**config.mk**
```make
export PLATFORM = sky130hd
export DESIGN_NAME = jet_colormap_entry_top
export DESIGN_NICKNAME = d
export VERILOG_FILES = /design/src/hdl/jce_pkg.sv /design/src/hdl/jet_colormap_entry_top.sv
export SDC_FILE = /design/constraint.sdc
export NUM_CORES = 1
export LEC_CHECK = 0
export BUFFER_PORTS_ARGS = -buffer_cell sky130_fd_sc_hd__clkbuf_2
export CAP_MARGIN = 20
export CORE_MARGIN = 5
export CORE_UTILIZATION = 40
export CTS_BUF_LIST = sky130_fd_sc_hd__clkbuf_4
export CTS_CLUSTER_DIAMETER = 200
export CTS_CLUSTER_SIZE = 14
export DETAILED_ROUTE_END_ITERATION = 7
export HOLD_SLACK_MARGIN = 0.08
export PLACE_DENSITY = 0.65
export SLEW_MARGIN = 20
export SYNTH_ARGS = -nofsm -noshare
export SYNTH_HDL_FRONTEND = slang
export SYNTH_SLANG_ARGS = --single-unit
```
**constraint.sdc**
```tcl
create_clock -name clk -period 16.6 [get_ports clk]
set_clock_uncertainty 0.2 [all_clocks]
set_input_delay 1.66 -clock clk [delete_from_list [all_inputs] [get_ports clk]]
set_output_delay 1.66 -clock clk [all_outputs]
set_load 0.005 [all_outputs]
```
**src/hdl/jce_pkg.sv**
```systemverilog
// jce_pkg: widths, types and constants for the jet colormap entry block
// no dependencies; used by jet_colormap_entry_top
package jce_pkg;

  localparam int IDX_W          = 8;   // entry index width
  localparam int LEN_W          = 9;   // map length register width
  localparam int LVL_W          = 8;   // colour level width
  localparam int N_W            = 8;   // quarter length n, up to 128
  localparam int POS_W          = 11;  // signed profile position
  localparam int DIV_W          = 16;  // dividend / remainder width
  localparam int QBITS_PER_STG  = 2;   // quotient bits resolved per divider stage
  localparam int DIV_STAGES     = LVL_W / QBITS_PER_STG;
  localparam int NUM_COLOURS    = 3;
  localparam int MAX_LENGTH_DEF = 256;

  localparam logic [LEN_W-1:0] LEN_RESET = LEN_W'(64);

  // colour lane order
  localparam int C_RED   = 0;
  localparam int C_GREEN = 1;
  localparam int C_BLUE  = 2;

  typedef logic [LEN_W-1:0]        len_t;
  typedef logic [N_W-1:0]          quarter_t;
  typedef logic [LVL_W-1:0]        lvl_t;
  typedef logic [DIV_W-1:0]        rem_t;
  typedef logic signed [POS_W-1:0] pos_t;

endpackage

```
**src/hdl/jet_colormap_entry_top.sv**
```systemverilog
// jet_colormap_entry_top: pipelined jet colormap entry generator
// depends on jce_pkg
//
// One transaction is accepted per clock (start high, busy low); busy is only
// high while rst_n is asserted. Each result appears on the out_ ports for one
// cycle with out_strobe. Stage 1 registers the index and saturated length,
// stage 2 works out the quarter length and profile offset, stage 3 the
// profile numerator of each colour, divider stage 0 forms 255 times it, and
// four more divider stages resolve two quotient bits each. The receiver cannot
// stall the block. cfg_wdata is written to the map length on cfg_we and is
// used by transactions accepted from the next clock on; change it only while
// no transaction is in flight. Lengths above MAX_LENGTH saturate, and an
// index at or above the length returns zero colours with the out-of-range
// flag set.
module jet_colormap_entry_top #(
  parameter int MAX_LENGTH = jce_pkg::MAX_LENGTH_DEF
) (
  input  logic                      clk,
  input  logic                      rst_n,
  input  logic                      start,
  output logic                      busy,
  input  logic [jce_pkg::IDX_W-1:0] in_entry_index,
  input  logic                      cfg_we,
  input  logic [jce_pkg::LEN_W-1:0] cfg_wdata,
  output logic                      out_strobe,
  output logic [jce_pkg::LVL_W-1:0] out_red_level,
  output logic [jce_pkg::LVL_W-1:0] out_green_level,
  output logic [jce_pkg::LVL_W-1:0] out_blue_level,
  output logic                      out_index_out_of_range
);

  localparam int LW      = jce_pkg::LEN_W;
  localparam int NW      = jce_pkg::N_W;
  localparam int DW      = jce_pkg::DIV_W;
  localparam int QW      = jce_pkg::LVL_W;
  localparam int QPS     = jce_pkg::QBITS_PER_STG;
  localparam int DS      = jce_pkg::DIV_STAGES;
  localparam int NC      = jce_pkg::NUM_COLOURS;
  localparam int LATENCY = 4 + DS;

  // configuration
  jce_pkg::len_t map_length_r;
  jce_pkg::len_t len_clamp;

  // stage 1: index and saturated length
  logic                      s1_v_r;
  logic [jce_pkg::IDX_W-1:0] s1_idx_r;
  jce_pkg::len_t             s1_len_r;

  // stage 2: n, g, range check
  logic                      s2_v_r;
  logic                      s2_oor_r;
  logic [jce_pkg::IDX_W-1:0] s2_idx_r;
  jce_pkg::quarter_t         s2_n_r;
  jce_pkg::quarter_t         s2_g_r;
  logic                      s2_oor_nxt;
  jce_pkg::quarter_t         s2_n_nxt;
  jce_pkg::quarter_t         s2_g_nxt;
  logic [LW:0]               len_plus3;
  logic [NW:0]               n_plus1;

  // stage 3: profile numerators
  logic                      s3_v_r;
  logic                      s3_oor_r;
  jce_pkg::quarter_t         s3_n_r;
  jce_pkg::quarter_t         s3_num_r [NC];
  jce_pkg::quarter_t         s3_num_nxt [NC];
  jce_pkg::pos_t             base_pos;
  jce_pkg::pos_t             pos [NC];
  jce_pkg::pos_t             n_pos;
  jce_pkg::pos_t             rise_end;
  jce_pkg::pos_t             hold_end;
  jce_pkg::pos_t             fall_end;

  // stage 0 of the divider array holds 255*num, stages 1..DS the long division
  logic                      pr_v_r   [DS+1];
  logic                      pr_oor_r [DS+1];
  jce_pkg::quarter_t         pr_n_r   [DS+1];
  jce_pkg::rem_t             pr_rem_r [DS+1][NC];
  jce_pkg::lvl_t             pr_q_r   [DS+1][NC];
  jce_pkg::rem_t             pr_rem_nxt [DS+1][NC];
  jce_pkg::lvl_t             pr_q_nxt   [DS+1][NC];

  logic accept;

  assign busy   = ~rst_n;
  assign accept = start & ~busy;

  always_ff @(posedge clk) begin
    if (!rst_n) begin
      map_length_r <= jce_pkg::LEN_RESET;
    end else if (cfg_we) begin
      map_length_r <= cfg_wdata;
    end
  end

  always_comb begin
    if (int'(map_length_r) > MAX_LENGTH) begin
      len_clamp = LW'(MAX_LENGTH);
    end else begin
      len_clamp = map_length_r;
    end
  end

  // stage 2 logic
  always_comb begin
    len_plus3  = {1'b0, s1_len_r} + (LW+1)'(3);
    s2_n_nxt   = NW'(len_plus3 >> 2);
    n_plus1    = {1'b0, s2_n_nxt} + (NW+1)'(1);
    s2_g_nxt   = NW'(n_plus1 >> 1) - NW'(s1_len_r[1:0] == 2'd1);
    s2_oor_nxt = {1'b0, s1_idx_r} >= s1_len_r;
  end

  // stage 3 logic: trapezoid profile numerator for each colour
  always_comb begin
    n_pos    = jce_pkg::pos_t'(s2_n_r);
    base_pos = jce_pkg::pos_t'(s2_idx_r) - jce_pkg::pos_t'(s2_g_r);
    rise_end = n_pos;
    hold_end = (n_pos <<< 1) - jce_pkg::pos_t'(1);
    fall_end = (n_pos <<< 1) + n_pos - jce_pkg::pos_t'(1);
    pos[jce_pkg::C_RED]   = base_pos - n_pos;
    pos[jce_pkg::C_GREEN] = base_pos;
    pos[jce_pkg::C_BLUE]  = base_pos + n_pos;
    for (int c = 0; c < NC; c++) begin
      if (pos[c] < jce_pkg::pos_t'(0) || pos[c] >= fall_end) begin
        s3_num_nxt[c] = '0;
      end else if (pos[c] < rise_end) begin
        s3_num_nxt[c] = NW'(pos[c] + jce_pkg::pos_t'(1));
      end else if (pos[c] < hold_end) begin
        s3_num_nxt[c] = s2_n_r;
      end else begin
        s3_num_nxt[c] = NW'(fall_end - pos[c]);
      end
    end
  end

  // dividend 255*num and restoring division, two quotient bits per stage
  always_comb begin
    jce_pkg::rem_t rem;
    jce_pkg::lvl_t q;
    jce_pkg::rem_t dsr;
    for (int c = 0; c < NC; c++) begin
      pr_rem_nxt[0][c] = (DW'(s3_num_r[c]) << QW) - DW'(s3_num_r[c]);
      pr_q_nxt[0][c]   = '0;
    end
    for (int d = 0; d < DS; d++) begin
      for (int c = 0; c < NC; c++) begin
        rem = pr_rem_r[d][c];
        q   = pr_q_r[d][c];
        for (int j = 0; j < QPS; j++) begin
          dsr = DW'(pr_n_r[d]) << (QW - 1 - QPS * d - j);
          if (rem >= dsr) begin
            rem = rem - dsr;
            q[QW - 1 - QPS * d - j] = 1'b1;
          end
        end
        pr_rem_nxt[d+1][c] = rem;
        pr_q_nxt[d+1][c]   = q;
      end
    end
  end

  // valid bits
  always_ff @(posedge clk) begin
    if (!rst_n) begin
      s1_v_r <= 1'b0;
      s2_v_r <= 1'b0;
      s3_v_r <= 1'b0;
      for (int d = 0; d <= DS; d++) begin
        pr_v_r[d] <= 1'b0;
      end
    end else begin
      s1_v_r    <= accept;
      s2_v_r    <= s1_v_r;
      s3_v_r    <= s2_v_r;
      pr_v_r[0] <= s3_v_r;
      for (int d = 0; d < DS; d++) begin
        pr_v_r[d+1] <= pr_v_r[d];
      end
    end
  end

  // payload
  always_ff @(posedge clk) begin
    s1_idx_r    <= in_entry_index;
    s1_len_r    <= len_clamp;
    s2_idx_r    <= s1_idx_r;
    s2_oor_r    <= s2_oor_nxt;
    s2_n_r      <= s2_n_nxt;
    s2_g_r      <= s2_g_nxt;
    s3_oor_r    <= s2_oor_r;
    s3_n_r      <= s2_n_r;
    s3_num_r    <= s3_num_nxt;
    pr_oor_r[0] <= s3_oor_r;
    pr_n_r[0]   <= s3_n_r;
    for (int d = 0; d < DS; d++) begin
      pr_oor_r[d+1] <= pr_oor_r[d];
      pr_n_r[d+1]   <= pr_n_r[d];
    end
    pr_rem_r <= pr_rem_nxt;
    pr_q_r   <= pr_q_nxt;
  end

  // out of range forces black
  assign out_strobe             = pr_v_r[DS];
  assign out_index_out_of_range = pr_oor_r[DS];
  assign out_red_level   = pr_oor_r[DS] ? '0 : pr_q_r[DS][jce_pkg::C_RED];
  assign out_green_level = pr_oor_r[DS] ? '0 : pr_q_r[DS][jce_pkg::C_GREEN];
  assign out_blue_level  = pr_oor_r[DS] ? '0 : pr_q_r[DS][jce_pkg::C_BLUE];

  // every accepted transaction comes out after the fixed latency
  a_accept_to_strobe: assert property (@(posedge clk) disable iff (!rst_n)
    accept |-> ##LATENCY out_strobe)
    else $error("accepted transaction did not produce a result");

  // no result without a transaction behind it
  a_strobe_has_source: assert property (@(posedge clk) disable iff (!rst_n)
    out_strobe |-> $past(accept, LATENCY))
    else $error("result strobe without an accepted transaction");

  // profile numerator never exceeds n, so the quotient fits in a level
  a_num_bounded: assert property (@(posedge clk) disable iff (!rst_n)
    (s3_v_r && !s3_oor_r) |-> (s3_num_r[jce_pkg::C_RED] <= s3_n_r &&
                               s3_num_r[jce_pkg::C_GREEN] <= s3_n_r &&
                               s3_num_r[jce_pkg::C_BLUE] <= s3_n_r))
    else $error("profile numerator above quarter length");

  // division finished: every remainder below the divisor
  a_div_done: assert property (@(posedge clk) disable iff (!rst_n)
    (out_strobe && !out_index_out_of_range) |->
      (pr_rem_r[DS][jce_pkg::C_RED] < DW'(pr_n_r[DS]) &&
       pr_rem_r[DS][jce_pkg::C_GREEN] < DW'(pr_n_r[DS]) &&
       pr_rem_r[DS][jce_pkg::C_BLUE] < DW'(pr_n_r[DS])))
    else $error("divider remainder not reduced");

endmodule
```
==> impl_metrics.py <==
metrics = {
    "outcome": {
        "status": "completed",
    },
    "sta": {
        "tns_ns": 0,
        "finalWorstSetupSlack_ns": 10.49,
        "slew_violations": 0,
        "fmax_ghz": 0.1638,
        "rsz0062_at_grt": "false",
        "tightest_slew_ns": 1.047,
        "relSlewSlack": 0.2979,
        "period_minus_slack_ns": 6.105,
        "fin_hold_ws_ns": 0.1021,
        "hold_violations": 0,
        "setup_viol": 0,
        "post-route-period-util": 0.3678,
    },
    "cts": {
        "cts_tree": "done",
        "cts_buffer_depth": 3,
        "clk_pin_slew_ns": 0.15,
        "insertion_delay_ns": 0.83,
        "cts.sinks": 381,
        "cts-root-buf": "clkbuf_4",
        "cts-buffers-inserted": 31,
        "ctsResizeCount": 0,
        "htreeDepth": 1,
    },
    "floorplanning": {
        "core_um2": 62970,
        "initial_core_util": 0.4037,
        "dieArea_um2": 68690,
        "die_w_um": 262.1,
        "die_h_um": 262.1,
        "fp-row-count": 92,
        "pin_count": 48,
    },
    "critical_path": {
        "r2r_slack_ns": 10.49,
        "cp-startpoint": "pr_n_r[0][9]",
        "path_common_cell": "a21oi_1",
        "required_ns": 17.13,
        "critPathMaxFanout": 12,
        "critical_path.top_delay_family": "compound AO/OA/AOI/OAI gates",
        "cp-start-kind": "flip-flop",
        "cp_cell_sequence": "inv_1 > ha_1 > nor2b_1 > o21ai_0 > a21oi_1 > o21ai_0 > nand2_1 > nor2_1 > a21oi_1 > fa_1 > a21o_1 > a21oi_1 > nor2b_1 > o21a_1 > o41ai_1 > nor4b_1 > nand4bb_1 > mux2_2",
        "crit_type": "reg2reg",
        "worstPathArrival_ns": 6.64,
        "reg2reg_depth": 18,
        "end_kind": "flip-flop",
        "r2r_end": "pr_rem_r[123]",
        "cp_num_buf_inv": 1,
        "timing.rr.start": "pr_n_r[0][9]",
        "crit_slowest_cell": "nand4bb_1",
        "slowest_delay_ns": 0.57,
    },
    "grt": {
        "grt_overflow_total": 0,
        "grt_max_degree": 26,
        "antenna_found_initial": 1,
        "grt_pass1_vias": 18880,
        "grt_pass1_wl_mm": 94.93,
        "track_usage": 0.1645,
    },
    "min_path": {
        "whs_path_depth": 0,
        "whs_endpoint": "pr_rem_r[179]",
        "worstHoldStart": "pr_rem_r[227]",
        "worstHoldPathType": "reg2reg",
    },
    "logic_synthesis": {
        "synth-simple-area-share": 0.1655,
        "synthMuxAreaShare": 0.05887,
        "yosysWarnings": 0,
        "synth_fa_ha_area_frac": 0.1889,
        "async_flop_share": 0,
        "synth_xor_area_frac": 0.07614,
        "avgSynthCellArea_um2": 8.916,
        "synth-edff-count": 0,
        "ys_seq_area_frac": 0.3000,
        "syn_inst": 2851,
        "synth_nets": 3239,
        "yosys.area.top_type_share": 0.3000,
        "synth_top_family_by_area": "adder cells",
        "synth_top_cells_by_area": "dfxtp_1 30%, ha_1 17%, xnor2_1 5.2%",
        "synth_cell_type_count": 88,
        "synth_area_um2": 25420,
        "yosys.area.top_type": "dfxtp_1",
        "ys_seq_elements": 381,
        "synth_compound_area_frac": 0.1740,
        "synthFlopType": "dfxtp_1",
    },
    "routing": {
        "postRouteAntennaNets": 0,
        "wl_per_cell_um": 15.44,
        "drt-initial-drc-count": 1232,
        "routed_via_density": 5.218,
        "vias": 19620,
        "drc": 0,
        "drt-total-wl_mm": 58.03,
        "firstDrtPassIters": 5,
    },
    "place": {
        "io_buffers": 47,
        "routabilityCongestion": 0.9227,
        "hpwl_mm": 46.18,
        "place_ws_ns": 10.61,
    },
    "layout": {
        "final_util": 0.4286,
        "area_growth_pct": 6.157,
        "final_common_cell": "dfxtp_1",
        "fin_nets": 3300,
        "post_route_cells_drive_above_1_share": 0.08036,
        "mostFrequentLayoutCells": "381 x dfxtp_1, 339 x ha_1, 243 x nor2_1, 200 x inv_1, 189 x a21oi_1",
    },
    "job": {
        "drv_cap": 0,
    },
}
[repair_timing]
action,in CTS,in global routing
hold buffers,5,0
buffers inserted,0,0
endpoints found under the hold margin,5,0
[layout make-up]
| cell class | instances | area [µm²] |
|---|---|---|
| Fill cell | 6244 | 35980 |
| Multi-Input combinational cell | 2227 | 16880 |
| Sequential cell | 381 | 7627 |
| Tap cell | 846 | 1059 |
| Inverter | 203 | 762.0 |
| Timing Repair Buffer | 68 | 405.4 |
| Clock buffer | 31 | 232.7 |
| Clock inverter | 2 | 20.02 |
| Antenna cell | 1 | 2.502 |
[flip-flops by register name, summed over array words and instances (netlist names), 9 cells and up]
name,count
pr_q_nxt,36
pr_rem_r,192
map_length_r,9
s3_num_r,24
pr_n_r,32
s1_len_r,9
pr_q_r,24
[worst register-to-register path: cells and delay by family, from the launching register on]
kind                     cells  cell delay, ns
AO/OA/AOI/OAI                8            1.86
multiplexers                 1            0.47
buffers and inverters        1            0.48
AND/OR/NAND/NOR              6            1.84
adder cells (fa/ha/maj)      2            0.83
flip-flops                   1            0.33
[metrics by stage]
| step | cell area, µm² | instances |
|---|---|---|
| final | 26990 | 3759 |
| after global placement | 26670 | 3719 |
| after global routing | 26990 | 3759 |
| after CTS | 26980 | 3757 |
| after detailed placement | 26670 | 3719 |
| after floorplan | 25420 | 2851 |
[synth_stat cells, drive strengths merged (20+ instances only)]
master  count
clkbuf     32
a211oi     35
mux2i      46
a21oi     189
o21a       58
fa         28
o211ai     30
nor2b      96
nand2     155
inv       202
nand4      39
nand2b     51
nor4       22
dfxtp     381
ha        339
o21ai     141
xnor2     151
or3        20
nand3      34
and2       22
nor3       66
nor2      243
mux2       92
xor2       70
a21o       56
[kinds of logic after synthesis]
group / after synthesis
AO/OA/AOI/OAI: 673
AND/OR/NAND/NOR: 828
adder cells (fa/ha/maj): 367
XOR/XNOR: 221
multiplexers: 138
flip-flops: 381
buffers and inverters: 243
[how the worst max path moves through the flow]
stage                          endpoint  slack, ns  depth (start not counted)
after global routing      pr_rem_r[118]      10.02                         18
after floorplan           pr_rem_r[102]      11.21                         19
after global placement    pr_rem_r[117]      10.76                         17
after CTS                 pr_rem_r[123]      10.57                         18
final                     pr_rem_r[123]      10.49                         18
after detailed placement  pr_rem_r[119]      10.61                         17
[routing by layer]
layer	share of wire	GRT usage	wire (µm)
met4	0.033	0.04981	1936
met3	0.033	0.01624	1902
met1	0.47	0.2183	27350
met5	0	0	0
met2	0.46	0.2841	26840
Power is not shown: default switching activity piles up to over one toggle a cycle in this logic, so the estimate is an artifact.
